$ cat src/sv/lbsa_pkg.sv
`default_nettype none
package lbsa_pkg;
  localparam int SW = 24;
  localparam int SUMW = 40;
  localparam int CSTEPS = 16;
  localparam int MAX_BINS = 65536;

  localparam logic [4:0] REG_LOG_BASE = 5'd0;
  localparam logic [4:0] REG_NUM_BINS = 5'd1;
  localparam logic [4:0] REG_SPACING  = 5'd2;

  typedef struct packed {
    logic signed [SUMW-1:0] sr;
    logic signed [SUMW-1:0] si;
    logic [16:0]            count;
    logic [15:0]            first;
    logic [15:0]            last;
    logic [23:0]            spacing;
    logic                   fin;
  } job_t;

  function automatic logic signed [31:0] atan_q16(input logic [4:0] i);
    logic signed [31:0] t;
    case (i)
      5'd0: t = 32'sd2949120;   5'd1: t = 32'sd1740967;
      5'd2: t = 32'sd919879;    5'd3: t = 32'sd466945;
      5'd4: t = 32'sd234379;    5'd5: t = 32'sd117304;
      5'd6: t = 32'sd58666;     5'd7: t = 32'sd29335;
      5'd8: t = 32'sd14668;     5'd9: t = 32'sd7334;
      5'd10: t = 32'sd3667;     5'd11: t = 32'sd1833;
      5'd12: t = 32'sd917;      5'd13: t = 32'sd458;
      5'd14: t = 32'sd229;      5'd15: t = 32'sd115;
      5'd16: t = 32'sd57;       5'd17: t = 32'sd29;
      5'd18: t = 32'sd14;       5'd19: t = 32'sd7;
      5'd20: t = 32'sd4;        5'd21: t = 32'sd2;
      5'd22: t = 32'sd1;
      default: t = 32'sd0;
    endcase
    return t;
  endfunction
endpackage
`default_nettype wire

$ cat src/sv/lbsa_front.sv
`default_nettype none
module lbsa_front import lbsa_pkg::*; (
  input  wire logic                 clk_i,
  input  wire logic                 rst_ni,
  input  wire logic                 valid_i,
  output logic                      stall_o,
  input  wire logic signed [SW-1:0] bin_real_i,
  input  wire logic signed [SW-1:0] bin_imag_i,
  input  wire logic [4:0]           log_base_i,
  input  wire logic [16:0]          num_bins_i,
  input  wire logic [23:0]          spacing_i,
  output logic                      job_valid_o,
  input  wire logic                 job_stall_i,
  output job_t                      job_o
);
  localparam logic signed [SUMW:0] SMAX = {2'b00, {(SUMW-1){1'b1}}};
  localparam logic signed [SUMW:0] SMIN = {2'b11, {(SUMW-1){1'b0}}};

  logic [16:0] pos_q, begin_q, width_q;
  logic [7:0]  cnt_q;
  logic signed [SUMW-1:0] sr_q, si_q;

  logic [4:0]  b;
  logic [16:0] nb;
  logic signed [SUMW:0] ar, ai;
  logic signed [SUMW-1:0] nr, ni;
  logic fin, done, take;
  logic [17:0] pos1, endp;
  logic [8:0]  bb;
  logic [21:0] w;

  assign b  = (log_base_i < 5'd2) ? 5'd2 : (log_base_i > 5'd16 ? 5'd16 : log_base_i);
  assign nb = (num_bins_i < 17'd2) ? 17'd2 :
              ((num_bins_i > 17'(MAX_BINS)) ? 17'(MAX_BINS) : num_bins_i);
  assign bb = 9'(b) * 9'(b);
  assign stall_o = job_valid_o && job_stall_i;
  assign take = valid_i && !stall_o;
  assign ar = SUMW'(0) + sr_q + (SUMW+1)'(bin_real_i);
  assign ai = SUMW'(0) + si_q + (SUMW+1)'(bin_imag_i);
  assign nr = (ar > SMAX) ? SMAX[SUMW-1:0] : (ar < SMIN ? SMIN[SUMW-1:0] : ar[SUMW-1:0]);
  assign ni = (ai > SMAX) ? SMAX[SUMW-1:0] : (ai < SMIN ? SMIN[SUMW-1:0] : ai[SUMW-1:0]);
  assign pos1 = 18'(pos_q) + 18'd1;
  assign endp = 18'(begin_q) + 18'(width_q);
  assign fin  = pos1 >= 18'(nb);
  assign done = (pos_q != 17'd0) && (fin || pos1 >= endp);
  assign w = 22'(width_q) * 22'(b);

  always_ff @(posedge clk_i or negedge rst_ni) begin
    if (!rst_ni) begin
      pos_q <= '0; begin_q <= 17'd1; width_q <= 17'd1; cnt_q <= '0;
      sr_q <= '0; si_q <= '0; job_valid_o <= 1'b0;
    end else begin
      if (!job_stall_i) job_valid_o <= 1'b0;
      if (take) begin
        if (pos_q == 17'd0) begin
          pos_q <= 17'd1;
        end else if (!done) begin
          pos_q <= pos1[16:0]; sr_q <= nr; si_q <= ni;
        end else begin
          job_valid_o   <= 1'b1;
          job_o.sr      <= nr;
          job_o.si      <= ni;
          job_o.count   <= 17'(pos1 - 18'(begin_q));
          job_o.first   <= begin_q[15:0];
          job_o.last    <= pos_q[15:0];
          job_o.spacing <= spacing_i;
          job_o.fin     <= fin;
          sr_q <= '0; si_q <= '0;
          if (fin) begin
            pos_q <= '0; begin_q <= 17'd1; width_q <= 17'd1; cnt_q <= '0;
          end else begin
            pos_q <= pos1[16:0]; begin_q <= pos1[16:0];
            if (9'(cnt_q) + 9'd1 >= bb) begin
              cnt_q <= '0;
              width_q <= (w > 22'(nb)) ? nb : w[16:0];
            end else begin
              cnt_q <= cnt_q + 8'd1;
            end
          end
        end
      end
    end
  end
endmodule
`default_nettype wire

$ cat config.mk
export PLATFORM = sky130hd
export DESIGN_NAME = lbsa_front
export DESIGN_NICKNAME = d
export VERILOG_FILES = /design/src/sv/lbsa_pkg.sv /design/src/sv/lbsa_front.sv
export SDC_FILE = /design/constraint.sdc
export NUM_CORES = 1
export LEC_CHECK = 0
export ABC_AREA = 1
export BUFFER_PORTS_ARGS = -buffer_cell sky130_fd_sc_hd__buf_2
export CAP_MARGIN = 20
export CORE_MARGIN = 2
export CORE_UTILIZATION = 55
export DETAILED_ROUTE_END_ITERATION = 6
export PLACE_DENSITY = 0.83
export REMOVE_ABC_BUFFERS = 1
export SYNTH_ARGS = -nofsm -noshare
export SYNTH_HDL_FRONTEND = slang
export SYNTH_SLANG_ARGS = --single-unit
export TNS_END_PERCENT = 100
$ cat constraint.sdc
create_clock -name clk_i -period 10.8 [get_ports clk_i]
set_input_delay 2.16 -clock clk_i [delete_from_list [all_inputs] [get_ports clk_i]]
set_output_delay 2.16 -clock clk_i [all_outputs]
set_load 0.05 [all_outputs]
* Word-level counts from Yosys, hierarchy flattened
Index checks and enable logic that the tools add are counted.
Word-level totals: register bits after elaboration 294, output and inout port bits 156
Operators by class: add/sub/neg operators 7, $mul 2, order comparisons 12, mux-type cells 23, bitwise logic cells 1, reduce and logical (&&, ||, !) cells 12
Operator list (count):
- 2-to-1 mux 40 bit | 6
- 2-to-1 mux 17 bit | 9
- adder 40 x 24 -> 41 bit | 2
- > comparator 41 x 40 -> 1 bit, second input constant | 2
- less-than comparator 41 x 40 -> 1 bit, second input constant | 2
- > comparator 22 x 17 -> 1 bit | 1
- multiplier 17 x 5 -> 22 bit | 1
- adder 17 x 1 -> 18 bit, second input constant | 1
- adder 17 x 17 -> 18 bit | 1
- >= comparator 18 x 17 -> 1 bit | 1
- >= comparator 18 bit | 1
- > comparator 17 bit, second input constant | 1
- logical NOT 17 bit | 1
- less-than comparator 17 x 2 -> 1 bit, second input constant | 1
- nonzero test 17 bit | 1
- subtractor 17 bit | 1
- 2-to-1 mux 8 bit | 2
- 2-to-1 mux 5 bit | 2
- adder 8 x 1 -> 9 bit, second input constant | 1
- >= comparator 9 bit | 1
- multiplier 5 x 5 -> 9 bit | 1
- adder 8 x 1 -> 8 bit, second input constant | 1
- AND reduction 4 bit | 2
- > comparator 5 bit, second input constant | 1
- 9 further kinds | 14

* Logic depth before layout (Yosys ltp)
depth after elaboration 9, mapped depth 37, depth with buffers taken out 35

* Worst setup path before layout
No wires, ideal clock.
path kind input to register, start point input port num_bins_i[14], end point register job_o[0] (netlist name) (enable), library setup time 0.669 ns, data arrival time 11.427 ns, data required time 10.131 ns, setup slack -1.296 ns, cell stages on the path 14, path buffers 3, cell sequence or2_2 -> o41ai_1 -> clkbuf_1 -> nand2_1 -> ha_1 -> nand2_1 -> nor4_1 -> nand4_1 -> nand4_4 -> or2_1 -> buf_6 -> nand2_2 -> buf_2 -> nor2_1
On the way: cells in the longest elaborated chain, start to end 7, elaborated cells between the ends (all ways) 8
Ends and longest elaborated chain:
- start, declared | RTL line lbsa_front.sv:10 | input wire logic [16:0] num_bins_i,
- > comparator 17 bit | RTL line lbsa_front.sv:34 | ((num_bins_i > 17'(MAX_BINS)) ? 17'(MAX_BINS) : num_bins_i);
- 2-to-1 mux 17 bit | RTL line lbsa_front.sv:34
- 2-to-1 mux 17 bit * | RTL line lbsa_front.sv:33 | assign nb = (num_bins_i < 17'd2) ? 17'd2 :
- >= comparator 18 x 17 -> 1 bit * | RTL line lbsa_front.sv:44 | assign fin = pos1 >= 18'(nb);
- logical OR 1 bit * | RTL line lbsa_front.sv:45 | assign done = (pos_q != 17'd0) && (fin || pos1 >= endp);
- logical AND 1 bit * | RTL line lbsa_front.sv:45
- AND reduction 4 bit (no source line) *
- end, declared | RTL line lbsa_front.sv:14 | output job_t job_o
Mark *: on every way between the ends. The rest lies on a longest branch, timed or not. A chain may end at the register's enable or synchronous reset.

* Worst setup path in the final report
start point input port log_base_i[4], end point register width_q[13]
On the way: cells in the longest elaborated chain, start to end 8, elaborated cells between the ends (all ways) 13
Ends and longest elaborated chain:
- start, declared | RTL line lbsa_front.sv:9 | input wire logic [4:0] log_base_i,
- > comparator 5 bit | RTL line lbsa_front.sv:32 | assign b = (log_base_i < 5'd2) ? 5'd2 : (log_base_i > 5'd16 ? 5'd16 : log_base_i);
- 2-to-1 mux 5 bit | RTL line lbsa_front.sv:32
- 2-to-1 mux 5 bit * | RTL line lbsa_front.sv:32
- multiplier 17 x 5 -> 22 bit | RTL line lbsa_front.sv:46 | assign w = 22'(width_q) * 22'(b);
- > comparator 22 x 17 -> 1 bit | RTL line lbsa_front.sv:75 | width_q <= (w > 22'(nb)) ? nb : w[16:0];
- 2-to-1 mux 17 bit | RTL line lbsa_front.sv:75
- 2-to-1 mux 17 bit | RTL line lbsa_front.sv:73 | if (9'(cnt_q) + 9'd1 >= bb) begin
- 2-to-1 mux 17 bit | RTL line lbsa_front.sv:69 | if (fin) begin
- end signal, assigned | RTL line lbsa_front.sv:75
- end, declared | RTL line lbsa_front.sv:19 | logic [16:0] pos_q, begin_q, width_q;
Mark *: on every way between the ends. The rest lies on a longest branch, timed or not. The select of a mux whose other input is x is not followed.

==> results by group <==
Floorplan
  • Rows: 74
  • Die ar.: 0.0429 sq mm
  • Die W: 207 um
  • Initial Util: 55.6%
  • Die height: 207 um
  • I/O pins: 254
  • Core area: 0.0408 sq mm

Timing
  • Hold Violations, Final: 0
  • Maximum clock frequency: 121 MHz
  • Setup_tns: 0 ns
  • RSZ-0062 raised after global routing: no
  • Final worst path period share: 76.5%
  • Worst rel slew slack: 30.1%
  • Clock Skew: 0.0236 ns
  • Worst-Margin Slew: 1.05 ns
  • Final min period: 8.26 ns
  • Final-report setup violation count: 0
  • Fin. max-slew vios: 0

GRT
  • Vias in the first global route: 19.7k
  • Initial antenna violation count: 2
  • Grt ovf: 0
  • Largest net degree at the start of global routing: 141
  • Gr usage total: 28.3%
  • Global-route wire length before repair: 99,900 um

Run
  • Max_cap viols: 0

Critical path
  • Worst EP arrival: 8.71 ns
  • WP data required: 11.25 ns
  • FF-to-FF End: job_o[49]
  • Worst Path Class, Setup: primary input to flop
  • Crit Reg-Reg Startpoint: begin_q[0]
  • CP startpoint kind: primary input
  • Worst path most repeated cell: nand2_1
  • Worst path max stage delay: 0.55 ns
  • Crit-path slowest cell: fa_1
  • Crit path capture type: flop
  • FF-to-FF path depth: 18
  • R2R Setup Slk: 4.14 ns
  • Crit Path Max Fanout: 23

Final layout
  • Final instance area: 0.0256 sq mm
  • Fill cell total of the finished layout: 3,585
  • Layout area overhead: 12.7%
  • Layout cell share with drive strength beyond 1: 10.1%
  • Layout Nets: 3,579

Synthesis
  • Post-synth top cells: nand2_1, inv_1, nor2_1
  • Average size of a mapped cell: 7.64 sq um
  • Post-synth EDFFs: 154
  • Area leader, netlist: edfxtp_1
  • Syn Inst Count: 2,972
  • Count of cell types in the netlist: 51
  • Largest cells by area after synthesis: edfxtp_1, nand2_1, dfrtp_1, ha_1, inv_1
  • Post-synthesis sequential area ratio: 35.8%
  • Syn. warnings: 0
  • Synth async-reset ratio: 47.6%
  • Ys flop type: edfxtp_1
  • Most frequent cell after synthesis: nand2_1
  • Synth Register Bits: 294
  • Synthesized area: 0.0227 sq mm
  • Synth top area share: 20.4%

CTS
  • CTS root buf: clkbuf_16
  • CTS max path bufs: 3
  • Hold-fix buffers at CTS: 0
  • Num CTS Buffers: 31
  • Skew-Pair Late Insertion Delay: 0.58 ns
  • Post-CTS Setup Bufs: 0
  • Clock transition at path regs: 0.06 ns
  • CTS tree: yes
  • Clock sinks: 294
  • H-tree levels: 1
  • CTS resizes: 0

Routing
  • Iter 0 DRT Violations: 1,707
  • WL/cell: 16.3 um
  • Vias per cell: 5.43
  • Antenna Nets Post-Route: 0
  • DRC: 0
  • Total routed wirelength: 61,600 um
  • Via count: 20.5k
  • DRT Pass-1 Iters: 6

Placement
  • Placed Area: 0.0245 sq mm
  • Port Buffers: 253
  • Post-DP HPWL: 47,900 um
  • Routability cong.: 0.962

Hold path
  • Sink of the worst hold path: job_o[30]
  • Worst Hold Class: flop to flop
  • Worst hold stages: 0
  • Hold Path Origin: pos_q[5]

Outcome
  • Status: complete, no violations
==> logic make-up (layout without fill, tap and decap cells) <==
group,after synthesis,in the layout,share of synthesized area [%]
xor gates and xnor gates,131,131,5.05
buffers and inverters,411,676,7.21
and+or+nand+nor,1489,1489,26.1
DFF,294,294,35.8
AOI/OAI and AO/OA,378,378,9.35
other,2,5,0.0331
adders and majority gates,267,267,16.4
==> critical path: cells and delay by family <==
kind / cells / cell delay (ns)
AOI/OAI and AO/OA: 3 / 0.69
adders and majority gates: 5 / 2.22
and+or+nand+nor: 18 / 2.09
xor gates and xnor gates: 1 / 0.18
buffers and inverters: 7 / 1.37
==> routing by layer <==
layer	wire length [um]	track usage, %
met5	0	0
met1	27600	39.9
met2	27900	45.8
met3	4430	4.07
met4	1720	8.00
==> layout make-up <==
cell class              instances  area, sq um  area share [%]
clock inverters                16          275            1.08
clock buffers                  41          853            3.33
repair buffers                263         1360            5.31
inverters                     356         1340            5.22
well taps                     532          666            2.60
multi-input cells            2268        13000            50.7
diodes                          2         5.00          0.0195
flip-flops and latches        294         8130            31.8
==> sequential cells by signal, indices dropped and copies added, names as in the netlist <==
register / flops
job_valid_o: 1
si_q: 40
sr_q: 40
begin_q: 17
job_o: 154
width_q: 17
cnt_q: 8
pos_q: 17
==> layout by cell type (no fill, tap or decap), types with 3 or more instances in the layout <==
| cell | instances |
|---|---|
| a21boi_0 | 9 |
| a21o_1 | 14 |
| a21oi_1 | 174 |
| a31oi_1 | 19 |
| buf_2 | 252 |
| buf_4 | 9 |
| bufinv_16 | 7 |
| clkbuf_1 | 6 |
| clkbuf_16 | 31 |
| clkbuf_8 | 4 |
| clkinv_2 | 3 |
| conb_1 | 3 |
| dfrtp_1 | 138 |
| edfxtp_1 | 154 |
| fa_1 | 52 |
| ha_1 | 215 |
| inv_1 | 355 |
| nand2_1 | 1043 |
| nand3_1 | 112 |
| nand3b_1 | 3 |
| nand4_1 | 26 |
| nor2_1 | 254 |
| nor3_1 | 22 |
| nor4_1 | 12 |
| o2111ai_1 | 3 |
| o211ai_1 | 7 |
| o21a_1 | 13 |
| o21ai_0 | 106 |
| o21bai_1 | 15 |
| o22ai_1 | 3 |
| o311ai_0 | 3 |
| o31ai_1 | 4 |
| xnor2_1 | 30 |
| xor2_1 | 101 |
==> through the flow <==
stage / setup WS [ns] / hold slack, ns / std cells / utilization, %
final: 2.54 / 0.480 / 3772 / 62.7
after global routing: 1.85 / 0.498 / 3772 / 62.7
after CTS: 2.64 / 0.485 / 3770 / 62.7
after detailed placement: 2.06 / 0.470 / 3713 / 59.9
after global placement: 2.17 / 0.463 / 3713 / 59.9
after floorplan: -2.33 / 0.446 / 2918 / -
==> worst max-delay path by stage <==
stage,slack [ns],from,to,cells past startpoint
floorplan,-2.33,num_bins_i[14],job_o[0],11
finish,2.54,log_base_i[4],width_q[13],34
CTS,2.64,log_base_i[4],width_q[13],34
global placement,2.17,log_base_i[4],width_q[12],34
global route,1.85,log_base_i[4],width_q[13],34
detailed placement,2.06,log_base_i[4],width_q[1],34
Power is not shown: default switching activity piles up to over one toggle a cycle in this logic, so the estimate is an artifact.
